File: config.mk
export PLATFORM = sky130hd
export DESIGN_NAME = esc_rdiv
export DESIGN_NICKNAME = d
export VERILOG_FILES = /design/src/hdl/esc_rdiv.sv
export SDC_FILE = /design/constraint.sdc
export NUM_CORES = 1
export LEC_CHECK = 0
export ABC_AREA = 1
export BUFFER_PORTS_ARGS = -buffer_cell sky130_fd_sc_hd__buf_4
export CAP_MARGIN = 5
export CELL_PAD_IN_SITES_DETAIL_PLACEMENT = 0
export CELL_PAD_IN_SITES_GLOBAL_PLACEMENT = 1
export CORE_MARGIN = 2
export CORE_UTILIZATION = 35
export CTS_CLUSTER_DIAMETER = 80
export DETAILED_ROUTE_END_ITERATION = 10
export PLACE_DENSITY = 0.68
export REMOVE_ABC_BUFFERS = 1
export SYNTH_ARGS = -nofsm -noshare
export SYNTH_HDL_FRONTEND = slang
export SYNTH_SLANG_ARGS = --single-unit
File: constraint.sdc
create_clock -name clk -period 2.2 [get_ports clk]
set_input_delay 0.11 -clock clk [delete_from_list [all_inputs] [get_ports clk]]
set_output_delay 0.11 -clock clk [all_outputs]
set_load 0.01 [all_outputs]
File: src/hdl/esc_rdiv.sv
// ----------------------------------------------------------------------------
// esc_rdiv
// Pipelined restoring divider, one quotient bit per stage, rounding to
// nearest with ties away from zero and the sign applied at the end.
// ----------------------------------------------------------------------------
module esc_rdiv #(
  parameter int NUM_W = 16,
  parameter int DEN_W = 8,
  parameter int QUO_W = 8
) (
  input  logic                    clk,
  input  logic [NUM_W-1:0]        num,
  input  logic                    neg,
  input  logic [DEN_W-1:0]        den,
  output logic signed [QUO_W:0]   quo
);

  localparam int RW = (NUM_W + 1 > DEN_W + QUO_W) ? NUM_W + 1 : DEN_W + QUO_W;

  logic [RW-1:0]    rem [QUO_W+1];
  logic [DEN_W-1:0] dn  [QUO_W+1];
  logic [QUO_W-1:0] qt  [QUO_W+1];
  logic             ng  [QUO_W+1];

  // entry stage: add half the divisor for rounding
  always_ff @(posedge clk) begin
    rem[0] <= RW'(num) + RW'(den >> 1);
    dn[0]  <= den;
    qt[0]  <= '0;
    ng[0]  <= neg;
  end

  // one trial subtraction per stage, most significant bit first
  for (genvar s = 0; s < QUO_W; s++) begin : g_step
    localparam int K = QUO_W - 1 - s;
    logic [RW-1:0] sh;
    logic [RW:0]   diff;

    assign sh   = RW'(dn[s]) << K;
    assign diff = {1'b0, rem[s]} - {1'b0, sh};

    always_ff @(posedge clk) begin
      rem[s+1] <= diff[RW] ? rem[s] : diff[RW-1:0];
      qt[s+1]  <= QUO_W'({qt[s], ~diff[RW]});
      dn[s+1]  <= dn[s];
      ng[s+1]  <= ng[s];
    end
  end

  // apply the sign to the magnitude
  assign quo = ng[QUO_W] ? -$signed({1'b0, qt[QUO_W]}) : $signed({1'b0, qt[QUO_W]});

endmodule

==> results of run 1 <==
## synthesized netlist by cell type (8+ instances only)
| master | n |
|---|---|
| a21oi_1 | 41 |
| dfxtp_1 | 245 |
| fa_1 | 8 |
| ha_1 | 71 |
| inv_1 | 234 |
| nand2_1 | 454 |
| nand2_2 | 11 |
| nand3_1 | 103 |
| nand3b_1 | 12 |
| nand4_1 | 20 |
| nor2_1 | 101 |
| nor3_1 | 9 |
| o21ai_0 | 23 |
| or2_2 | 10 |
| xnor2_1 | 14 |
| xor2_1 | 29 |
## per-layer routing
metal / up-vias / track usage [%] / wire length [um]
met1: 3836 / 17.9 / 10800
met4: 0 / 4.78 / 667
li1: 4680 / - / -
met5: - / 0 / 0
met2: 118 / 27.0 / 11800
met3: 36 / 2.25 / 792
## layout make-up
| cell class | count | area, um^2 | share of cell area, % |
|---|---|---|---|
| clock buffers | 34 | 711 | 5.48 |
| clock inverters | 13 | 213 | 1.64 |
| inverters | 237 | 895 | 6.90 |
| multi-input cells | 957 | 5180 | 40.0 |
| flip-flops and latches | 245 | 4900 | 37.8 |
| well taps | 402 | 503 | 3.88 |
| repair buffers | 65 | 551 | 4.25 |
## critical path: cells and delay by family
| kind | cells | cell delay (ps) |
|---|---|---|
| buffers and inverters | 3 | 1230 |
| and+or+nand+nor | 9 | 650 |
| adders and majority gates | 2 | 530 |
## stage by stage
stage / power (mW) / util, %
2_1_floorplan: 11.3 / -
3_3_place_gp: 13.0 / 37.6
3_5_place_dp: 13.0 / 37.6
4_1_cts: 17.7 / 41.4
5_1_grt: 19.0 / 41.4
6_report: 17.5 / 41.4
## logic make-up after synthesis
group | count (synthesis)
simple gates | 746
buf+inv | 245
flops | 245
compound gates | 89
fa+ha+maj | 79
xor+xnor | 43
## what timing repair did
action | CTS | global route
resized for setup | 0 | 5
endpoints found under the hold margin | 23 | 0
setup endpoints to repair | 0 | 8
hold buffers | 25 | 0
## sequential cells by signal, indices dropped and copies added, names as in the netlist
name,count
dn,64
rem,136
ng,9
qt,36
## power groups by stage
stage | clock network (mW) | registers (mW) | logic [mW]
2_1_floorplan | 0 | 6.17 | 5.10
3_3_place_gp | 0 | 6.50 | 6.49
3_5_place_dp | 0 | 6.49 | 6.49
4_1_cts | 4.78 | 6.39 | 6.55
5_1_grt | 4.96 | 6.51 | 7.53
6_report | 4.62 | 6.35 | 6.49
## path summary, 6_finish.rpt
check                                          end  slack, ps
worst min register to register  rem[0][85]$_DFF_P_        310
worst max register to register  rem[0][64]$_DFF_P_        240
worst max-delay path            rem[0][14]$_DFF_P_        130
worst min-delay path             rem[0][4]$_DFF_P_         30
==> run metrics, run 1 <==
outcome=finished clean; largest net degree at the start of global routing=16; Most common cell on crit path=nand2_1; initial antenna violation count=0; final hold violations=0; Remaining DRCs=0; Post-Syn Area=11100 um^2; MaxCap Viol Count=0; Syn Inst Count=1447; Nets=1637; Clk network pwr share=26.5%; first-pass GRT wire length=40100 um; Core ar.=31300 um^2; startpoint types=input pin; I/O Pins=35; GRT Residual Overflow=0; ys async rst share=0%; routability cong.=0.832; cell breakdown of the critical path=dlygate4sd3_1, buf_4, ha_2, fa_2, nand2_1, nand2_1, nand3b_1, nand2_2, nand2_1, nand2_2, nand2_1, nand2_1, dlygate4sd3_1, nand2_1; Die X=182 um; Clock Skew=25.4 ps; total routed wirelength=24000 um; worst hold path depth=3; initial core utilization=35.3%; Reg2Reg Depth=11; RR Startpoint=rem[0][39]$_DFF_P_; Global Route Usage Sum=14.9%; Post-Synth XOR/XNOR Area=3.40%; clk sinks=245; largest family of logic cells by synthesized area=simple AND/OR/NAND/NOR gates; Tmin final=2070 ps; number of distinct library cells after synthesis=45; fin area=13000 um^2; Period Utilization, post-route=94.3%; hold slack=26.5 ps; synthesis-stage register bit count=245; mux share of post-synthesis cell area=0%; Synth Area in Adders=9.48%; post-synth top area cell=dfxtp_1; setup bufs post-CTS=0; Power Internal=11.0 mW; Top FF cell, synth=dfxtp_1; die area=33100 um^2; Yosys Warn Count=0; switch share=37.0%; CP max stage delay=560 ps; Via density=4.44; Placement Cell Area=11800 um^2; CP max FO=3; CP max-delay cell=dlygate4sd3_1; fmax=482 MHz; CP arrival=2540 ps; htree depth=1; Sequential Power Share=36.4%; final setup TNS=0 ps; clock latency on the worst-skew pair=540 ps; commonest non-fill, non-tap cells in the layout=452 x nand2_1, 245 x dfxtp_1, 234 x inv_1, 103 x nand3_1, 101 x nor2_1; TritonRoute pass-1 iters=4; Final Non-Filler Cells=1953; CTS Buf Count=26; sw power=6.47 mW; normalized max-slew margin=74.5%; cell leakage power=6.64 nW; top cells by area, synth=dfxtp_1 44%, nand2_1 15%, ha_1 8.0%; PortBufs=34; Setup crit end kind=flop; CTS root buf=clkbuf_16; Avg WL per Cell=12.3 um; post-synthesis compound-gate area fraction=4.84%; Pins Over Slew Limit=0; Max clock buf depth=3; maximum VDD drop=0.722 mV; top cell type's share of synthesized area=44.3%; Hold Path Class=in -> reg; placed instance count=1881; setup ws final=126 ps; register area share after synthesis=44.3%; vias=8670; Worst Tran Pin Value=381 ps; layout cell share with drive strength beyond 1=9.28%; Layout area overhead=17.1%; final antenna-violating net count=0; Setup Crit Path Kind=in -> reg; DR iter-0 viols=391; setup repair after global routing missed its margin=false; synthesized area per cell=7.65 um^2; pwr dens=1350 nW/um^2; Critical Path Source=num[0]; # diodes=0; Clk pin slew, worst setup/hold paths=60 ps; fill count=3176; simple-gate share of the synthesized area=29.1%; worst endpoint required time=2660 ps; final HPWL from detailed placement=19300 um; Comb pwr share=37.2%; hold_sp=num[4]; die height=182 um; # setup viols final=0; CTS tree=done; vias in the first global route=8304; Setup WS pre-CTS=198 ps; EDFF count, synth=0; Rows=65; commonest non-fill, non-tap cell in the layout=nand2_1
(Power assumes the default switching activity.)
==> run 2: changes to the inputs <==
--- a/config.mk
+++ b/config.mk
@@ -8,11 +8,11 @@
 export ABC_AREA = 1
 export BUFFER_PORTS_ARGS = -buffer_cell sky130_fd_sc_hd__buf_4
 export CAP_MARGIN = 5
-export CELL_PAD_IN_SITES_DETAIL_PLACEMENT = 0
+export CELL_PAD_IN_SITES_DETAIL_PLACEMENT = 1
 export CELL_PAD_IN_SITES_GLOBAL_PLACEMENT = 1
 export CORE_MARGIN = 2
 export CORE_UTILIZATION = 35
-export CTS_CLUSTER_DIAMETER = 80
+export CTS_CLUSTER_DIAMETER = 30
 export DETAILED_ROUTE_END_ITERATION = 10
 export PLACE_DENSITY = 0.68
 export REMOVE_ABC_BUFFERS = 1
==> run 2 against run 1 <==
  * Non-clock buffer count grew 1
  * Sequential share of layout area shrank 2.5 points
  * Register-to-register slack worse by 50 ps
  * Final area rose by 7.1%
  * Via count increased by 6.2%
  * Die area is the same
  * Sequential power increased by 0.8%
  * Setup slack improved by 63 ps
  * Critical path depth decreased by 4
  * Clock skew is 13 ps lower
  * First-iteration DRC count down 33%
  * Largest cell class unchanged
  * Largest power group is now clock
==> run metrics, run 2 (synthesis gave the netlist of run 1 again) <==
MaxCap Viol Count=0; fmax=497 MHz; Nets=1664; Tot Pwr=21.0 mW; Setup crit end kind=flop; WP depth=10; Remaining DRCs=0; outcome=finished clean; DR iter-0 viols=263; PortBufs=34; htree depth=2; worst hold path depth=3; final hold violations=0; clock latency on the worst-skew pair=550 ps; Core ar.=31300 um^2; largest register by flop count=rem; final antenna-violating net count=0; total routed wirelength=27600 um; vias=9208; clk sinks=245; I/O Pins=35; CP max stage delay=430 ps; final setup TNS=0 ps; Period Utilization, post-route=91.4%; CP max FO=14; layout cell share with drive strength beyond 1=11.8%; Die X=182 um; Reg2Reg Depth=10; cell breakdown of the critical path=inv_1, ha_1, fa_1, inv_1, nand3_1, nand3_1, nand2_2, nand2_4, nand3_2, nand2_1; commonest non-fill, non-tap cells in the layout=454 x nand2_1, 245 x dfxtp_1, 234 x inv_1, 103 x nand3_1, 101 x nor2_1; Via density=4.60; vias in the first global route=9726; placed instance count=1881; Global Route Usage Sum=17.4%; Final Non-Filler Cells=2002; Clock Skew=12.6 ps; fill count=3813; initial core utilization=35.3%; initial antenna violation count=0; setup repair after global routing missed its margin=false; Setup Crit Path Kind=reg -> reg; CP max-delay cell=fa_1; biggest regs=rem (136), dn (64), qt (36); Max clock buf depth=3; cell leakage power=7.09 nW; Tmin final=2010 ps; Hold Path Class=in -> reg; TritonRoute pass-1 iters=4; Rows=65; maximum VDD drop=0.644 mV; CTS Buf Count=52; largest net degree at the start of global routing=16; normalized max-slew margin=72.8%; startpoint types=flop; die area=33100 um^2; CP arrival=2480 ps; Worst Tran Pin Value=406 ps; Clk pin slew, worst setup/hold paths=50 ps; commonest non-fill, non-tap cell in the layout=nand2_1; pwr dens=1510 nW/um^2; # diodes=0; Avg WL per Cell=13.8 um; Top delay family on crit path=simple AND/OR/NAND/NOR gates; die height=182 um; first-pass GRT wire length=46700 um; CTS root buf=clkbuf_16; Pins Over Slew Limit=0; GRT Residual Overflow=0; critical path buffer and inverter count=2; CTS tree=done; final HPWL from detailed placement=21700 um; Layout area overhead=25.5%; Largest register FFs=136; routability cong.=0.832; # setup viols final=0; worst endpoint required time=2670 ps
-- run 2: timing repair --
item,in CTS,in global routing
hold buffers,26,0
setup buffers,0,0
hold endpoints to repair,25,0
setup endpoints to repair,0,8
gates resized for setup,0,1
-- run 2: metrics by stage --
stage	setup slack, ps	instance area, um^2	utilization (%)	hold WS [ps]
5_1_grt	10.7	13900	44.3	45.1
4_1_cts	131	13900	44.3	31.9
3_5_place_dp	161	11800	37.6	222
3_3_place_gp	161	11800	37.6	216
2_1_floorplan	448	11000	-	138
6_report	189	13900	44.3	50.0
-- run 2: worst min-delay path, cell delays in order --
cell,delay (ps)
buf_4,80
ha_1,220
xor2_1,130
-- run 2: path summary, 6_finish.rpt --
kind	start	to	slack, ps
setup / recovery	rem[0][39]$_DFF_P_	rem[0][62]$_DFF_P_	190
hold / removal	num[6]	rem[0][6]$_DFF_P_	50
setup reg to reg	rem[0][39]$_DFF_P_	rem[0][62]$_DFF_P_	190
hold reg to reg	ng[0][5]$_DFF_P_	ng[0][6]$_DFF_P_	320
-- run 2: cell type report --
type	count	area (um^2)	area share (%)
Inverter	237	895	6.44
Timing Repair Buffer	66	561	4.04
Clock buffer	65	1440	10.4
Multi-Input combinational cell	957	5170	37.3
Tap cell	402	503	3.62
Clock inverter	30	407	2.93
Sequential cell	245	4900	35.3
-- run 2: where the power goes --
part	internal, mW	switching [mW]
clock	5.46	2.48
sequential	5.64	0.764
combinational	2.51	4.18
-- run 2: per-layer routing --
metal / wire length (um) / GRT usage (%) / vias to the layer above / share of wire (%)
met5: 0 / 0 / - / 0
met4: 794 / 6.57 / 0 / 2.9
met3: 768 / 2.97 / 60 / 2.8
met2: 14200 / 32.8 / 111 / 51
met1: 11900 / 19.4 / 4294 / 43
li1: - / - / 4743 / -
