[config.mk]
export PLATFORM = sky130hd
export DESIGN_NAME = esc_out
export DESIGN_NICKNAME = d
export VERILOG_FILES = /design/src/hdl/esc_pkg.sv /design/src/hdl/esc_out.sv
export SDC_FILE = /design/constraint.sdc
export NUM_CORES = 1
export LEC_CHECK = 0
export ABC_AREA = 0
export BUFFER_PORTS_ARGS = -buffer_cell sky130_fd_sc_hd__buf_2
export CORE_AREA = 10 10 168 170
export DETAILED_ROUTE_END_ITERATION = 12
export DIE_AREA = 0 0 178 180
export PLACE_DENSITY = 0.8
export SLEW_MARGIN = 0
export SYNTH_ARGS = -nofsm -noshare
export SYNTH_HDL_FRONTEND = slang
export SYNTH_SLANG_ARGS = --single-unit
[constraint.sdc]
create_clock -name clk -period 5.9 [get_ports clk]
set_input_delay 0.885 -clock clk [delete_from_list [all_inputs] [get_ports clk]]
set_output_delay 0.885 -clock clk [all_outputs]
set_load 0.02 [all_outputs]
[src/hdl/esc_pkg.sv]
// ----------------------------------------------------------------------------
// esc_pkg
// Shared types and constants for the elastic sphere collision pipeline.
// ----------------------------------------------------------------------------
package esc_pkg;

  // component and vector formats
  localparam int COMP_W = 16;
  localparam int VEC_W  = 3 * COMP_W;
  localparam int MASS_W = 16;

  // friction register, unsigned Q1.16
  localparam int                FRIC_W     = 17;
  localparam int                FRIC_SHIFT = 16;
  localparam int                FRIC_HALF  = 1 << (FRIC_SHIFT - 1);
  localparam logic [FRIC_W-1:0] FRIC_ONE   = FRIC_W'(1 << FRIC_SHIFT);

  // projection datapath widths
  localparam int D_W    = COMP_W + 1;             // centre difference
  localparam int DMAG_W = COMP_W;                 // its magnitude
  localparam int DD_W   = 2 * COMP_W + 2;         // squared distance
  localparam int DOT_W  = 2 * COMP_W + 3;         // signed dot product
  localparam int PNUM_W = DOT_W - 1 + DMAG_W;     // projection numerator
  localparam int PQ_W   = COMP_W + 1;             // projection quotient
  localparam int P_W    = PQ_W + 1;               // signed normal part

  // mass formula and tangential widths
  localparam int MSUM_W = MASS_W + 1;
  localparam int MNUM_W = MSUM_W + P_W + 1;       // numerator magnitude
  localparam int MQ_W   = COMP_W + 3;             // mass quotient
  localparam int N_W    = MQ_W + 1;               // signed new normal part
  localparam int W_W    = COMP_W + 3;             // tangential part
  localparam int TT_W   = W_W + FRIC_W + 1;       // scaled tangential product
  localparam int T_W    = TT_W - FRIC_SHIFT;      // rounded tangential part
  localparam int R_W    = T_W + 1;                // unsaturated result

  // pipeline latency
  localparam int FRONT_LAT = 4;
  localparam int PROJ_LAT  = PQ_W + 1;
  localparam int MIX_LAT   = 3;
  localparam int MASS_LAT  = MQ_W + 1;
  localparam int OUT_LAT   = 1;
  localparam int TOTAL_LAT = FRONT_LAT + PROJ_LAT + MIX_LAT + MASS_LAT + OUT_LAT;

  typedef logic signed [COMP_W-1:0] comp_t;
  typedef comp_t [2:0]              vec3_t;
  typedef logic signed [P_W-1:0]    pval_t;
  typedef logic signed [N_W-1:0]    nval_t;
  typedef logic signed [T_W-1:0]    tval_t;

  typedef struct packed {
    logic [VEC_W-1:0]  center_1;
    logic [VEC_W-1:0]  center_2;
    logic [VEC_W-1:0]  velocity_1;
    logic [VEC_W-1:0]  velocity_2;
    logic [MASS_W-1:0] mass_1;
    logic [MASS_W-1:0] mass_2;
  } cmd_t;

  typedef struct packed {
    logic [VEC_W-1:0] new_velocity_1;
    logic [VEC_W-1:0] new_velocity_2;
    logic             coincident_flag;
  } result_t;

  // context carried alongside the projection dividers
  typedef struct packed {
    vec3_t             v1;
    vec3_t             v2;
    logic [MASS_W-1:0] m1;
    logic [MASS_W-1:0] m2;
    logic              coinc;
  } ctx_t;

  // context carried alongside the mass dividers
  typedef struct packed {
    tval_t [2:0] t1;
    tval_t [2:0] t2;
    pval_t [2:0] p1;
    pval_t [2:0] p2;
    logic        mzero;
    logic        coinc;
  } mix_ctx_t;

endpackage

[src/hdl/esc_out.sv]
// ----------------------------------------------------------------------------
// esc_out
// Final stage: normal and tangential parts summed, saturated and packed
// into the result register.
// ----------------------------------------------------------------------------
module esc_out
  import esc_pkg::*;
(
  input  logic        clk,
  input  logic        rst,
  input  logic        in_valid,
  input  mix_ctx_t    mctx,
  input  nval_t [2:0] q1,
  input  nval_t [2:0] q2,
  output logic        done,
  output result_t     result
);

  localparam logic signed [R_W-1:0] SAT_HI = R_W'((2 ** (COMP_W - 1)) - 1);
  localparam logic signed [R_W-1:0] SAT_LO = -SAT_HI - R_W'(1);

  nval_t                 n1 [3], n2 [3];
  logic signed [R_W-1:0] r1 [3], r2 [3];
  vec3_t                 o1, o2;

  function automatic comp_t sat(input logic signed [R_W-1:0] x);
    comp_t y;
    if (x > SAT_HI) begin
      y = comp_t'(SAT_HI);
    end else if (x < SAT_LO) begin
      y = comp_t'(SAT_LO);
    end else begin
      y = comp_t'(x);
    end
    return y;
  endfunction

  // zero total mass exchanges the normal parts
  always_comb begin
    for (int i = 0; i < 3; i++) begin
      n1[i] = mctx.mzero ? N_W'($signed(mctx.p2[i])) : q1[i];
      n2[i] = mctx.mzero ? N_W'($signed(mctx.p1[i])) : q2[i];
      r1[i] = R_W'(n1[i]) + R_W'($signed(mctx.t1[i]));
      r2[i] = R_W'(n2[i]) + R_W'($signed(mctx.t2[i]));
      o1[i] = sat(r1[i]);
      o2[i] = sat(r2[i]);
    end
  end

  // result strobe
  always_ff @(posedge clk) begin
    if (rst) begin
      done <= 1'b0;
    end else begin
      done <= in_valid;
    end
  end

  // result register
  always_ff @(posedge clk) begin
    result.new_velocity_1  <= o1;
    result.new_velocity_2  <= o2;
    result.coincident_flag <= mctx.coinc;
  end

endmodule

==> results.md, run 1 <==
* Largest net degree at the start of global routing at 37
* Synth top area share at about a fifth
* Delay-heaviest family, CP: simple AND/OR/NAND/NOR gates
* Ant diodes at 0
* CTS Buf Count at 9
* Setup TNS at 0 ps
* Synth Area per Inst at ~8.4 µm²
* Vias in the first global route at ~11000
* Max stage delay on crit path at 780 ps
* Peak supply drop at between 0.0001 and 0.00015 V
* Synth area leaders: dfxtp_1 (19%), ha_1 (15%), mux2_2 (11%)
* CTS Buffer Depth at 2
* Worst EP required at ~6100 ps
* Via count at roughly 11000
* Hold Slack at around 630 ps
* Drt total wl at between 30000 and 40000 µm
* Final Max Tran Viols at 0
* RSZ-0062 raised after global routing: false
* # IOs at ~460
* Row cnt at 58
* Core Util, Final at a little over half
* Most Frequent Cell on Critical Path: buf_4
* Die X at 178 µm
* Asr flop ratio synth at 0%
* Worst path cell trace: buf_4, buf_4, mux2_2, ha_1, nand4_1, nor4_1, and3_1, nor3_1, nor3b_1, nand3_1, o41ai_4, o21ai_0
* Max-Slew Margin vs Limit at between 30% and 40%
* Final instance area at ~0.013 mm²
* Synth Cell Area at around 0.010 mm²
* Fin cells at 2003
* Post-CTS Setup Inserts at 0
* First DRT Iteration DRCs at a little under 700
* Antenna violations before repair at 0
* Clock sinks at 98
* PortBufs at 456
* Syn_nets at 1717
* GRT Total Usage at between 20% and 30%
* Cts hold-fix bufs at 0
* Area of placed instances at 0.01292 mm²
* Slowest CP cell: o41ai_4
* CP Buf/Inv Count at 2
* Chip Height at 180 µm
* GP Congestion at slightly below 1
* Number of gates resized after CTS at 0
* TritonRoute pass-1 iters at 5
* Global routing usage on met1 at 25.02%
* Post-DR wirelength/cell at around 19 µm
* ANT nets after route at 0
* Die ar. at around 0.032 mm²
* Yosys cell types at between 80 and 90
* Layout cells sized above 1 at between 30% and 40%
* Met3 global-route usage at around 4.4%
* Most frequent cell after synthesis: ha_1
* YS warnings at 0
* Fmax achieved at between 200 and 250 MHz
* H-tree depth at 3
* Synth Instances at 1226
* Crit path max fanout at 36
* Number of synthesized flops with an enable pin at 0
* Worst setup path start: mctx[1]
* Min Tclk post-route at 4744 ps
* Final period util at roughly 80%
* Post-DP HPWL at ~32000 µm
* Kind of critical path: input pin to register
* Worst hold-check path type: input pin to register
* Post-synthesis sequential area ratio at a little under a fifth
* Initial core utilization at about two fifths
* DRC viols at 0
* Outcome: finished clean
* GR peak layer: met2
* Placed insts at 1987
* First-pass GRT wire length at ~58000 µm
* Crit path DAT at roughly 5000 ps
* Grt met2 use at between 40% and 50%
* Leak at 6.440 nW
* Core Area at 0.02489 mm²
* CP Capture Type: register
* Cell Pwr Density at around 250 mW/mm²
* Top FF cell, synth: dfxtp_1
* Crit. path cell count at 12
* CTS root buf: clkbuf_16
* Final Hold Viols at 0
* Leading area contributor after synthesis: dfxtp_1
* Yosys reg bits at between 90 and 100
* Synth top cells by count: ha_1 (126), a21oi_1 (120), mux2_2 (103)
* Kind of launch point of the worst setup path: input pin
* Setup violators final at 0
* Syn-to-layout area delta at 28.15%
* Clock Pin Slew Worst Setup and Hold Paths at 80 ps
* Overflow after GRT at 0
* Actual slew at the worst max-slew pin at 956.5 ps
* Max_cap viols at 0
* Vias per cell at 5.512
* Worst setup path end: result[34]$_SDFF_PN1_
* Nets at approximately 2200
* TritonCTS clock tree: built
==> logic make-up after synthesis <==
| group | Yosys count | share of synthesized area (%) |
|---|---|---|
| flops | 98 | 19.00 |
| fa+ha+maj | 132 | 16.43 |
| mux | 106 | 11.52 |
| buf+inv | 91 | 3.757 |
| compound gates | 458 | 29.25 |
| simple gates | 233 | 10.87 |
| xor+xnor | 108 | 9.161 |
==> cell usage in the layout, fill, tap and decap left out, types with 4 or more instances in the layout <==
cell / n
a21oi_1: 120
o211ai_1: 9
and3_1: 11
dfxtp_1: 98
and2_1: 5
a31oi_1: 14
o31ai_1: 6
nand3_1: 22
buf_4: 12
o21ai_2: 12
inv_1: 55
clkbuf_16: 9
nor3_1: 13
buf_2: 455
nand3b_1: 4
fa_1: 6
ha_1: 126
nor2b_1: 8
nand2b_1: 12
or3_1: 5
a211oi_1: 13
mux2_2: 103
nand2_1: 71
o21ai_1: 30
xor2_1: 47
nand4_1: 10
nor2_1: 57
xnor2_1: 61
a211o_1: 6
o21a_1: 15
o21ai_0: 102
a21o_1: 64
o21bai_1: 11
==> per-stage QoR <==
step | total power, mW | setup WS, ps
finish | 3.307 | 1156
global route | 3.530 | 797.6
CTS | 3.324 | 1155
detailed placement | 2.676 | 854.7
global placement | 2.643 | 1002
floorplan | 2.120 | 1009
==> how the worst min path moves through the flow <==
stage                     depth (start not counted)                end  slack (ps)     from
after detailed placement                          1  result[0]$_DFF_P_         990  mctx[0]
after global routing                              1  result[0]$_DFF_P_         610  mctx[0]
after CTS                                         1  result[0]$_DFF_P_         610  mctx[0]
after global placement                            1  result[0]$_DFF_P_         990  mctx[0]
final                                             1  result[0]$_DFF_P_         630  mctx[0]
after floorplan                                   0  result[0]$_DFF_P_         910  mctx[0]
==> where the power goes <==
group | total, mW | leakage (nW) | switching (mW) | internal, mW
combinational | 1.79 | 5.47 | 1.06 | 0.725
clock | 0.632 | 0.145 | 0.295 | 0.337
sequential | 0.887 | 0.821 | 0.0555 | 0.832
total | 3.31 | 6.44 | 1.41 | 1.89
==> final cells by class <==
type                       count  area [µm²]
clock buffer                   9       225.2
clock inverter                 7       82.58
fill                        2368       11660
inverter                      55       206.4
multi-input combinational   1037        7975
sequential                    98        1962
tap                          330       412.9
timing repair buffer         467        2367
==> routing by layer <==
layer / wire length [µm] / share of wire, %
met3: 2696 / 7.2
met5: 0 / 0
met4: 598 / 1.6
met2: 19120 / 51
met1: 14930 / 40
==> sequential cells by signal, summed over array words and instances (netlist names) <==
| name | cells |
|---|---|
| done | 1 |
| result | 97 |
Note: power is estimated with default switching activity, not from simulation.
==> run 2: changes to the inputs <==
==> constraint.sdc (replaced) <==
create_clock -name clk -period 4.4 [get_ports clk]
set_input_delay 0.66 -clock clk [delete_from_list [all_inputs] [get_ports clk]]
set_output_delay 0.66 -clock clk [all_outputs]
set_load 0.02 [all_outputs]
==> results.md, run 2 (same netlist as run 1, synthesis figures left out) <==
* Fillers at 2298 (was 2368)
* Post-DP HPWL at 32010 µm (was 32050 µm)
* Crit path DAT at 4390 ps (was 4940 ps)
* CTS Buf Count at 9 (unchanged)
* TritonRoute pass-1 iters at 5 (unchanged)
* Clock sinks at 98 (unchanged)
* Syn-to-layout area delta at 29.85% (was 28.15%)
* Row cnt at 58 (unchanged)
* Vias in the first global route at 11290 (was 11240)
* Worst EP required at 4600 ps (was 6090 ps)
* CTS root buf: clkbuf_16 (unchanged)
* Worst hold-check path type: input pin to register (unchanged)
* Layout cells sized above 1 at 38.49% (was 37.66%)
* Kind of launch point of the worst setup path: input pin (unchanged)
* Largest registers: result (97), done (1) (unchanged)
* GRT Total Usage at 21.84% (was 21.94%)
* Biggest register: result (unchanged)
* Chip Height at 180 µm (unchanged)
* Post-CTS Setup Inserts at 0 (unchanged)
* Placed insts at 2008 (was 1987)
* Final period util at a little over nine tenths
* Fmax achieved at ~240 MHz
* Via count at 11060 (was 11040)
* Min Tclk post-route at ~4200 ps
* Setup violators final at 0 (unchanged)
* H-tree depth at 3 (unchanged)
* Outcome: finished clean (unchanged)
* ANT nets after route at 0 (unchanged)
* TritonCTS clock tree: built (unchanged)
* Dpl ws at -296.8 ps (was 854.7 ps)
* Die ar. at 0.03204 mm² (unchanged)
* Initial core utilization at 41.48% (unchanged)
* CTS Buffer Depth at 2 (unchanged)
* Kind of critical path: input pin to register (unchanged)
* Nets at 2180 (was 2159)
* Drt total wl at 37160 µm (was 37350 µm)
* Slowest CP cell: a31oi_2 (was o41ai_4)
* Cell Pwr Density at 330.5 mW/mm² (was 249.9 mW/mm²)
* Clock Pin Slew Worst Setup and Hold Paths at 80 ps (about the same)
* Final Hold Viols at 0 (unchanged)
* First-pass GRT wire length at 57440 µm (was 57900 µm)
* Final Max Tran Viols at 0 (unchanged)
* Vias per cell at 5.461 (was 5.512)
* DRC viols at 0 (unchanged)
* GP Congestion at 0.9493 (was 0.9855)
* Die X at 178 µm (unchanged)
* Most common cell after layout, fill and taps aside: buf_2 (unchanged)
* Leak at 6.548 nW (was 6.440 nW)
* Peak supply drop at 0.0001906 V (was 0.0001362 V)
* Most frequent cells in the layout: buf_2 (455), ha_1 (126), a21oi_1 (119) (was buf_2 (455), ha_1 (126), a21oi_1 (120))
* Overflow after GRT at 0 (unchanged)
* PortBufs at 456 (unchanged)
* Max-Slew Margin vs Limit at 54.64% (was 36.23%)
* Max reg flops at 97 (unchanged)
* Fin cells at 2025 (was 2003)
* Max stage delay on crit path at 610 ps (was 780 ps)
* Largest net degree at the start of global routing at 21 (was 37)
* Crit path max fanout at 15 (was 36)
* CP Capture Type: register (unchanged)
* RSZ-0062 raised after global routing: false (unchanged)
* Antenna violations before repair at 2 (was 0)
* Worst path cell trace: buf_4, buf_12, mux2_2, ha_1, fa_1, a211oi_2, o211ai_1, nand2_2, nor3_1, or3_1, a221oi_2, xnor2_1, a31oi_2, o21ai_0 (was buf_4, buf_4, mux2_2, ha_1, nand4_1, nor4_1, and3_1, nor3_1, nor3b_1, nand3_1, o41ai_4, o21ai_0)
* Post-DR wirelength/cell at 18.35 µm (was 18.65 µm)
* Post-layout worst setup margin at 205.6 ps (was 1156 ps)
* # IOs at 457 (unchanged)
* Actual slew at the worst max-slew pin at 678.3 ps (was 956.5 ps)
* Core Area at 0.02489 mm² (unchanged)
* Max_cap viols at 0 (unchanged)
* First DRT Iteration DRCs at 678 (was 692)
* Cts hold-fix bufs at 0 (unchanged)
## run 2: cell types whose count changed in the layout (fill, tap and decap cells not counted), moves of 2 or more
cell / change
clkinv_4: +3
clkbuf_8: +2
buf_4: +19
inv_6: -2
clkinvlp_4: -2
buf_12: +2
## run 2: critical path: cells and delay by family
family	cells	cell delay [ps]
AO/OA/AOI/OAI	5	1540
XOR/XNOR	1	160
adder cells (fa/ha/maj)	2	650
buffers and inverters	2	470
multiplexers	1	350
AND/OR/NAND/NOR	3	540
## run 2: power breakdown
part	switching [mW]	internal (mW)
sequential	0.0655	1.12
combinational	1.44	0.999
clock	0.394	0.422
total	1.90	2.54
## run 2: worst paths after layout
check,to,cells past startpoint,start
max,result[53]$_SDFF_PN1_,14,mctx[1]
min,result[0]$_DFF_P_,1,mctx[0]
## run 2: timing repair
item	4_1_cts	5_1_grt
setup endpoints to repair	0	21
resized for setup	0	2
hold endpoints to repair	0	0
## run 2: through the flow
step                      power [mW]  utilization (%)  TNS [ps]  hold slack (ps)  instance area [µm²]
after global routing           4.723            53.86         0            394.8                13410
after global placement         3.564            52.65    -350.8            766.8                13110
after floorplan                2.843                -         0            687.7                10330
after detailed placement       3.611            52.65     -4609            768.3                13110
after CTS                      4.439            53.83         0            396.3                13400
final                          4.431            53.86         0            410.8                13410
## run 2: routing by layer
metal	vias up	global-route usage, %	wire, µm
met5	-	0	13
met4	2	6.638	827
met3	57	5.344	3279
met2	472	38.68	18360
met1	5051	25.09	14680
li1	5476	-	-
## run 2: final cells by class
type / count / area [µm²] / area share, %
flip-flops and latches: 98 / 1962 / 14.63
inverters: 55 / 206.4 / 1.540
repair buffers: 488 / 2550 / 19.02
well taps: 330 / 412.9 / 3.080
clock inverters: 4 / 35.03 / 0.2613
clock buffers: 12 / 256.5 / 1.913
multi-input cells: 1037 / 7981 / 59.53
diodes: 1 / 2.502 / 0.01867
