--- config.mk ---
export PLATFORM = sky130hd
export DESIGN_NAME = esc_delay
export DESIGN_NICKNAME = d
export VERILOG_FILES = /design/src/hdl/esc_delay.sv
export SDC_FILE = /design/constraint.sdc
export NUM_CORES = 1
export LEC_CHECK = 0
export BUFFER_PORTS_ARGS = -buffer_cell sky130_fd_sc_hd__buf_2
export CAP_MARGIN = 0
export CORE_AREA = 2 2 39 41
export CTS_CLUSTER_DIAMETER = 40
export CTS_CLUSTER_SIZE = 28
export DETAILED_ROUTE_END_ITERATION = 10
export DIE_AREA = 0 0 41 43
export PLACE_DENSITY = 0.62
export RECOVER_POWER = 25
export SYNTH_ARGS = -nofsm -noshare
export SYNTH_HDL_FRONTEND = slang
export SYNTH_SLANG_ARGS = --single-unit
--- constraint.sdc ---
create_clock -name clk -period 0.8 [get_ports clk]
set_clock_uncertainty 0.05 [all_clocks]
set_input_delay 0.16 -clock clk [delete_from_list [all_inputs] [get_ports clk]]
set_output_delay 0.16 -clock clk [all_outputs]
set_load 0.005 [all_outputs]
--- src/hdl/esc_delay.sv ---
// ----------------------------------------------------------------------------
// esc_delay
// Fixed-length shift line for payload and its valid bit.
// ----------------------------------------------------------------------------
module esc_delay #(
  parameter int W     = 8,
  parameter int DEPTH = 2
) (
  input  logic         clk,
  input  logic         rst,
  input  logic         vld_in,
  input  logic [W-1:0] d,
  output logic         vld_out,
  output logic [W-1:0] q
);

  logic [DEPTH-1:0] vpipe;
  logic [W-1:0]     pipe [DEPTH];

  // valid bits, cleared by reset
  always_ff @(posedge clk) begin
    if (rst) begin
      vpipe <= '0;
    end else begin
      vpipe <= {vpipe[DEPTH-2:0], vld_in};
    end
  end

  // payload taps
  always_ff @(posedge clk) begin
    pipe[0] <= d;
    for (int k = 1; k < DEPTH; k++) begin
      pipe[k] <= pipe[k-1];
    end
  end

  assign vld_out = vpipe[DEPTH-1];
  assign q       = pipe[DEPTH-1];

endmodule

==> results.txt, run 1 <==
Final nets = 64
Switching power = 0.263 mW
Routability Congestion = 0.570
Delay-heaviest family, CP = flip-flops
FMAX = 1090 MHz
WL/cell = 7.62 µm
Largest net degree at the start of global routing = 11
Commonest non-fill, non-tap cells in the layout = buf_2 (19), dfxtp_1 (17), dlygate4sd3_1 (9), clkbuf_4 (3), nor2b_1 (2)
Capture point of the worst path = vld_out
Vias = 239
Post-Synth XOR/XNOR Area = 0%
Maximum vdd ir drop = 1.10 mV
Number of global-route vias before repair = 178
Critical path arrival = 0.70 ns
Worst Path Max Fanout = 1
Ant diodes = 0
Final Max Tran Viols = 0
Worst hold start = vld_in
Stages on the worst setup path = 1
Top-area cell type share of the netlist area = 83.2%
Buffers and inverters on the worst path = 1
Synthesized area per cell = 15.5 µm²
Sw frac = 17.0%
Die area = 1760 µm²
# clock sinks = 18
Clock buffer depth = 2
Slowest Stage Delay on Critical Path = 0.32 ns
Antenna-violating nets left = 0
Final Cycle Share = 114%
Root Buffer Master = clkbuf_4
Part of the power in the clock network = 32.9%
Cell internal pwr = 1.28 mW
Post-synthesis mux area share = 0%
Seq pwr share = 61.7%
Initial antenna violation count = 0
Cells taking the most area after synthesis = dfxtp_1 (83%), buf_4 (14%), nor2b_1 (2.9%)
Synth cell types = 3
Leakage = 0.291 nW
Overflow after GRT = 0
Chip width = 41 µm
Post-CTS Setup Bufs = 0
Post-Synth Simple-Gate Area = 2.89%
CTS tree = built
Crit path time final = 0.913 ns
Final setup viols = 9
Total power = 1.54 mW
Reg-to-Reg Start = vpipe[0]
Syn Inst Count = 28
Hold slack final = 0.0524 ns
Layout Cells excl Fill = 68
CP Launch Point = vpipe[1]
Initial core utilization = 31.3%
Rel. slew slack = 94.2%
RR Endpoint = vpipe[1]
Comb power frac = 5.5%
Slew @ Worst Pin = 0.0877 ns
Hold Path Class = input pin to flip-flop
Largest area contributor in the netlist = dfxtp_1
I/O pin total = 20
Mapped Area = 433 µm²
Most common cell after layout, fill and taps aside = buf_2
Critical path's slowest cell = dfxtp_2
Reg-to-reg slack, setup = 0.23 ns
GR Util All Layers = 6.50%
Worst Reg-to-Reg Cells = 1
Outcome = finished, violations left
Area after DPL = 488 µm²
Wirelength, routed = 518 µm
H-tree depth = 1
First-pass GRT wire length = 683 µm
Worst setup EP type = output port
Core box area = 1380 µm²
Worst path cell trace = buf_2
Seq/Total Area, Yosys = 83.2%
Worst setup margin = -0.113 ns
Synth Register Bits = 18
Unrepaired setup endpoints after global routing = true
Post-Place Cells = 55
Critical path class = flip-flop to output port
Drt initial violations = 0
Rows = 14
Reg clk slew, reported paths = 0.09 ns
DRC violations left = 0
TritonRoute pass-1 iters = 1
Pwr dens = 2510 nW/µm²
Layout area overhead = 42.2%
TritonCTS buffer count = 3
Final core occ = 44.5%
WP data required = 0.59 ns
Syn Nets = 39
Failing checks = negative setup slack
Routed vias/inst = 3.51
Port Buffers = 19
Synth warn = 0
Clock latency on the worst-skew pair = 0.27 ns
Max Cap Violations = 0
DIE HEIGHT = 43 µm
Final hold violation count = 0
Share of post-route cells with drive strength above 1 = 46.2%
Largest family of logic cells by synthesized area = buffers and inverters
Synth Area in Compound Gates = 0%
Design area = 616 µm²
Startpoint Class = flip-flop
Post-Synth Adder-Cell Area = 0%
## state kept, by name, indices dropped and copies added, names as in the netlist
name,flops
pipe,16
vpipe,2
## logic make-up (layout without fill, tap and decap cells)
kind of cell | count (synthesis) | in the layout
flip-flops | 18 | 18
buffers and inverters | 8 | 32
AND/OR/NAND/NOR | 2 | 2
## worst min path at each step
stage                       to  cells past startpoint
floorplan           pipe[0][0]                      0
global placement    pipe[0][5]                      1
detailed placement  pipe[0][6]                      1
CTS                   vpipe[0]                      2
global route          vpipe[0]                      2
finish                vpipe[0]                      2
## routing by layer
layer	GRT usage, %	vias to the layer above	share of wire [%]
li1	-	123	-
met1	6.02	101	42
met2	9.69	13	44
met3	3.14	2	12
met4	6.00	0	0.97
met5	0	-	0
## power groups by stage
stage	sequential, mW	clock [mW]	combinational [mW]
after CTS	0.953	0.527	0.0853
after global routing	0.956	0.559	0.0955
after floorplan	0.972	0	0.0351
after global placement	0.972	0	0.0507
final	0.952	0.507	0.0848
after detailed placement	0.974	0	0.0516
## final cells by class
cell class	instances	area, µm²
flip-flops and latches	18	362
clock buffers	4	36.3
multi-input cells	2	12.5
fillers	127	768
well taps	16	20.0
repair buffers	28	185
## synth_stat cells
master,instances
nor2b_1,2
dfxtp_1,18
buf_4,8
## stage by stage
stage                     setup TNS [ns]  setup slack (ns)
after global placement                 0             0.203
after global routing               -1.24            -0.143
final                             -0.907            -0.113
after CTS                          -1.01            -0.120
after detailed placement               0             0.194
after floorplan                        0             0.197
## timing repair
item / 4_1_cts / 5_1_grt
hold endpoints to repair: 10 / 0
hold buffers: 9 / 0
gates resized for setup: 0 / 1
endpoints found under the setup margin: 9 / 9
pin swaps: 0 / 0
Note: power is estimated with default switching activity, not from simulation.
==> run 2, diff against run 1 <==
- ABC_AREA: unset -> 1
- PLACE_DENSITY: 0.62 -> 0.63
==> results.txt, run 2 <==
Max Cap Violations = 0 (unchanged)
Outcome = finished, violations left
Worst hold start = vld_in
Synth top cells by count = dfxtp_1 (18), buf_4 (8), inv_1 (2), nor2_1 (2)
Initial core utilization = 31.5% (+0.18 points)
Seq/Total Area, Yosys = 82.8% (-0.48 points)
Initial antenna violation count = 0 (unchanged)
WP data required = 0.59 ns (about the same)
Routed vias/inst = 3.51 (about the same)
Slew @ Worst Pin = 0.0920 ns (+0.00434 ns)
Slowest Stage Delay on Critical Path = 0.31 ns (about the same)
Number of global-route vias before repair = 232 (+30%)
Final nets = 66 (+3.1%)
Worst Reg-to-Reg Cells = 2 (+1)
Final setup viols = 9 (unchanged)
Top_reg_cell synth = dfxtp_1
Layout area overhead = 41.7%
Final hold violation count = 0 (unchanged)
Final Max Tran Viols = 0 (unchanged)
Most numerous cell in the Yosys netlist = dfxtp_1
Synth cell types = 4 (+1)
Maximum vdd ir drop = 0.756 mV (-31%)
Synthesized area per cell = 14.5 µm² (-6.1%)
Ant diodes = 0 (unchanged)
# clock sinks = 18 (unchanged)
Footprint of the multi-input gates = 7.51 µm² (-40%)
Critical path class = flip-flop to output port
Cells taking the most area after synthesis = dfxtp_1 (83%), buf_4 (14%), inv_1 (1.7%)
Chip width = 41 µm (unchanged)
Post-CTS Setup Bufs = 0 (unchanged)
Critical path arrival = 0.70 ns (about the same)
Setup TNS = -0.959 ns (-0.0512 ns)
Reg-to-Reg Start = vpipe[0]
Max reg flops = 16 (unchanged)
Hold Path Class = input pin to flip-flop
Core box area = 1380 µm² (unchanged)
Startpoint Class = flip-flop
Die area = 1760 µm² (unchanged)
Top Registers = pipe: 16 flops, vpipe: 2 flops
RR Endpoint = vpipe[1]
Largest net degree at the start of global routing = 11 (unchanged)
Failing checks = negative setup slack
Root Buffer Master = clkbuf_4
Worst setup EP type = output port
Synth warn = 0 (unchanged)
Synth Register Bits = 18 (unchanged)
Stages on the worst setup path = 1 (unchanged)
Overflow after GRT = 0 (unchanged)
Buffers and inverters on the worst path = 1 (unchanged)
Drt initial violations = 3 (+3)
Biggest register = pipe
CP Launch Point = pipe[0][10]
TritonCTS buffer count = 3 (unchanged)
Worst Path Max Fanout = 1 (unchanged)
Pwr dens = 2530 nW/µm² (+0.69%)
Most common cell after layout, fill and taps aside = buf_2
Mapped Area = 435 µm² (+0.58%)
Capture point of the worst path = q[2]
Crit path time final = 0.914 ns (+0.000861 ns)
Worst setup margin = -0.114 ns (-0.000861 ns)
Post-synth EDFFs = 0 (unchanged)
Flip-flop and latch area = 360 µm² (-0.35%)
I/O pin total = 20 (unchanged)
Port Buffers = 19 (unchanged)
Syn Inst Count = 30 (+7.1%)
Final Cycle Share = 114% (about the same)
DP Worst Slack = 0.197 ns (+0.00392 ns)
Critical path's slowest cell = dfxtp_1
Share of post-route cells with drive strength above 1 = 42.6% (-3.6 points)
Syn Nets = 41 (+5.1%)
Routability Congestion = 0.514 (-9.9%)
FMAX = 1090 MHz (about the same)
TritonRoute pass-1 iters = 2 (+1)
WL/cell = 7.60 µm (-0.23%)
CTS tree = built
DIE HEIGHT = 43 µm (unchanged)
Rel. slew slack = 93.9% (-0.29 points)
Post-synth ARST share = 0% (unchanged)
Commonest non-fill, non-tap cells in the layout = buf_2 (19), dfxtp_1 (18), dlygate4sd3_1 (9), clkbuf_4 (3)
Wirelength, routed = 532 µm (+2.7%)
H-tree depth = 1 (unchanged)
Fill cells = 144 (+13%)
Unrepaired setup endpoints after global routing = true
Hold path cells = 3 (+1)
Top-area cell type share of the netlist area = 82.8% (-0.48 points)
Reg-to-reg slack, setup = 0.26 ns (+0.03 ns)
Delay-heaviest family, CP = flip-flops
Clock buffer depth = 2 (unchanged)
Antenna-violating nets left = 0 (unchanged)
DRC violations left = 0 (unchanged)
Clock latency on the worst-skew pair = 0.28 ns (about the same)
Rows = 14 (unchanged)
Worst path cell trace = buf_2
First-pass GRT wire length = 910 µm (+33%)
GR Util All Layers = 8.93% (+2.4 points)
Reg clk slew, reported paths = 0.09 ns (about the same)
Largest area contributor in the netlist = dfxtp_1
Leakage = 0.298 nW (+2.5%)
Vias = 246 (+2.9%)
PostCTS Resize Cnt = 0 (unchanged)
## run 2: cell count changes after synthesis, sizes merged
cell   delta
inv       +2
nor2b     -2
nor2      +2
## run 2: logic make-up after synthesis
group	count (synthesis)	synth area share [%]
flip-flops	18	82.8
AND/OR/NAND/NOR	2	1.72
buffers and inverters	10	15.5
## run 2: area by class of cell
type | instances | share of cell area [%]
Sequential cell | 18 | 58.4
Timing Repair Buffer | 28 | 30.0
Clock buffer | 4 | 5.88
Tap cell | 16 | 3.25
Multi-Input combinational cell | 2 | 1.22
Inverter | 2 | 1.22
## run 2: how the worst min path moves through the flow
stage                             to  slack, ns
after floorplan           pipe[0][0]       0.14
after global placement    pipe[0][4]       0.21
after detailed placement  pipe[0][5]       0.21
after CTS                   vpipe[0]       0.01
after global routing        vpipe[0]       0.02
final                       vpipe[0]       0.03
## run 2: report_power, final
| group | switching (mW) | internal (mW) | total (mW) |
|---|---|---|---|
| logic | 0.0234 | 0.0616 | 0.0850 |
| clock network | 0.245 | 0.277 | 0.521 |
| registers | 0.00892 | 0.943 | 0.952 |
## run 2: per-stage QoR
| stage | utilization [%] | cells | power (mW) | hold slack, ns | instance area, µm² |
|---|---|---|---|---|---|
| final | 44.6 | 70 | 1.56 | 0.0263 | 617 |
| after global routing | 44.6 | 70 | 1.66 | 0.0201 | 617 |
| after CTS | 44.6 | 70 | 1.59 | 0.0118 | 617 |
| after detailed placement | 35.4 | 57 | 1.03 | 0.214 | 490 |
| after global placement | 35.4 | 57 | 1.02 | 0.213 | 490 |
| after floorplan | - | 30 | 1.01 | 0.138 | 435 |
## run 2: timing repair
item	CTS	global route
setup endpoints to repair	9	9
hold buffers	9	0
hold endpoints to repair	10	0
## run 2: layer usage
layer	global-route usage [%]	vias up	wire, µm
met1	8.33	108	208
met5	0	-	0
li1	-	127	-
met3	4.71	0	31
met2	11.3	11	291
met4	12.0	0	0
==> run 3, diff against run 2 <==
- BUFFER_PORTS_ARGS: -buffer_cell sky130_fd_sc_hd__buf_2 -> -buffer_cell sky130_fd_sc_hd__clkbuf_2
==> results.txt, run 3 (same netlist as run 2, synthesis figures left out) <==
RR Endpoint = vpipe[1]
GR Util All Layers = 8.53% (-0.41 points)
Final setup viols = 9 (unchanged)
Post-Place Cells = 57 (unchanged)
CTS tree = built
Outcome = finished, violations left
Worst hold start = vld_in
Worst path cell trace = buf_6
Slowest Stage Delay on Critical Path = 0.33 ns (+0.02 ns)
Setup TNS = -0.896 ns (+0.0628 ns)
Rows = 14 (unchanged)
Rel. slew slack = 94.4% (+0.51 points)
Max reg flops = 16 (unchanged)
Final Cycle Share = 114% (-0.24 points)
Buffers and inverters on the worst path = 1 (unchanged)
Layout area overhead = 42.8%
Reg-to-reg slack, setup = 0.29 ns (+0.03 ns)
Layout Cells excl Fill = 69 (-1.4%)
Fill cells = 139 (-3.5%)
Ant diodes = 0 (unchanged)
H-tree depth = 1 (unchanged)
Vias = 236 (-4.1%)
Chip width = 41 µm (unchanged)
Clock latency on the worst-skew pair = 0.27 ns (about the same)
Pwr dens = 2320 nW/µm² (-8.3%)
Largest net degree at the start of global routing = 10 (-1)
DP Worst Slack = 0.193 ns (-0.00422 ns)
Final nets = 66 (unchanged)
Initial antenna violation count = 0 (unchanged)
Maximum vdd ir drop = 0.851 mV (+13%)
Critical path class = flip-flop to output port
Final hold violation count = 0 (unchanged)
Clock buffer depth = 2 (unchanged)
Unrepaired setup endpoints after global routing = true
TritonCTS buffer count = 3 (unchanged)
I/O pin total = 20 (unchanged)
Final Max Tran Viols = 0 (unchanged)
TritonRoute pass-1 iters = 3 (+1)
Critical path's slowest cell = dfxtp_2
Overflow after GRT = 0 (unchanged)
Crit path time final = 0.912 ns (-0.00196 ns)
Initial core utilization = 31.5% (unchanged)
First-pass GRT wire length = 862 µm (-5.3%)
WL/cell = 7.58 µm (-0.27%)
Port Buffers = 19 (unchanged)
Commonest non-fill, non-tap cells in the layout = clkbuf_2 (15), dfxtp_1 (13), dlygate4sd3_1 (9), dfxtp_2 (5), clkbuf_4 (3)
Routed vias/inst = 3.42 (-2.7%)
Worst setup EP type = output port
Worst setup margin = -0.112 ns (+0.00196 ns)
Leakage = 0.298 nW (-0.14%)
WP data required = 0.59 ns (about the same)
Share of post-route cells with drive strength above 1 = 50.9% (+8.4 points)
Biggest register = pipe
Hold path cells = 3 (unchanged)
Wirelength, routed = 523 µm (-1.7%)
# clock sinks = 18 (unchanged)
Reg-to-Reg Start = vpipe[0]
Critical path arrival = 0.70 ns (about the same)
Routability Congestion = 0.494 (-3.8%)
Root Buffer Master = clkbuf_4
Core box area = 1380 µm² (unchanged)
Number of global-route vias before repair = 221 (-4.7%)
Failing checks = negative setup slack
Most common cell after layout, fill and taps aside = clkbuf_2
Area after DPL = 490 µm² (unchanged)
Hold slack final = 0.0199 ns (-0.00642 ns)
DRC violations left = 0 (unchanged)
Design area = 622 µm² (+0.81%)
Max Cap Violations = 0 (unchanged)
Total power = 1.44 mW (-7.6%)
Drt initial violations = 2 (-1)
Worst Reg-to-Reg Cells = 2 (unchanged)
Slew @ Worst Pin = 0.0844 ns (-0.00764 ns)
Startpoint Class = flip-flop
Worst Path Max Fanout = 1 (unchanged)
Die area = 1760 µm² (unchanged)
DIE HEIGHT = 43 µm (unchanged)
Final core occ = 44.9% (+0.36 points)
Reg clk slew, reported paths = 0.08 ns (about the same)
FMAX = 1100 MHz (+0.21%)
Antenna-violating nets left = 0 (unchanged)
WHS Endpoint = vpipe[0]
Delay-heaviest family, CP = flip-flops
Hold Path Class = input pin to flip-flop
Top Registers = pipe: 16 flops, vpipe: 2 flops
-- run 3: changes by cell type in the layout (fill, tap and decap cells not counted) --
cell / change
buf_2: -17
clkbuf_2: +15
dfxtp_1: -5
dfxtp_2: +5
buf_6: +2
clkbuf_8: -1
-- run 3: how the worst max path moves through the flow --
stage                      from  endpoint  slack (ns)  cells past startpoint
finish              pipe[0][15]      q[7]       -0.11                      1
global route        pipe[0][15]      q[7]       -0.17                      1
CTS                 pipe[0][12]      q[4]       -0.13                      1
detailed placement   pipe[0][9]      q[1]        0.19                      1
global placement    pipe[0][13]      q[5]        0.20                      1
floorplan            pipe[0][8]      q[0]        0.20                      1
-- run 3: worst reg2reg max path, delay by kind of cell (launching register included) --
kind | cells | cell delay (ns)
buffers and inverters | 1 | 0.04
and+or+nand+nor | 1 | 0.03
DFF | 1 | 0.30
-- run 3: layer usage --
layer  GRT usage [%]  vias up  wire (µm)
met4            12.0        0          0
met5               0        -          0
met1            7.67       99        199
li1                -      126          -
met2            10.6       11        290
met3            4.71        0         32
-- run 3: where the power goes --
group / internal [mW] / switching, mW
Clock: 0.174 / 0.220
Combinational: 0.0666 / 0.0240
Sequential: 0.945 / 0.0107
Total: 1.19 / 0.255
-- run 3: what timing repair did --
action                     in CTS  in global routing
hold endpoints to repair       10                  0
gates resized for setup         0                 11
setup endpoints to repair       9                  9
hold buffers                    9                  0
gates cloned                    0                  0
buffers inserted                0                  0
pin swaps                       0                  0
-- run 3: layout make-up --
type | instances | area [µm²] | area share [%]
tap | 16 | 20.0 | 3.22
timing repair buffer | 28 | 198 | 31.8
clock buffer | 3 | 22.5 | 3.62
inverter | 2 | 7.51 | 1.21
multi-input combinational | 2 | 7.51 | 1.21
sequential | 18 | 367 | 59.0
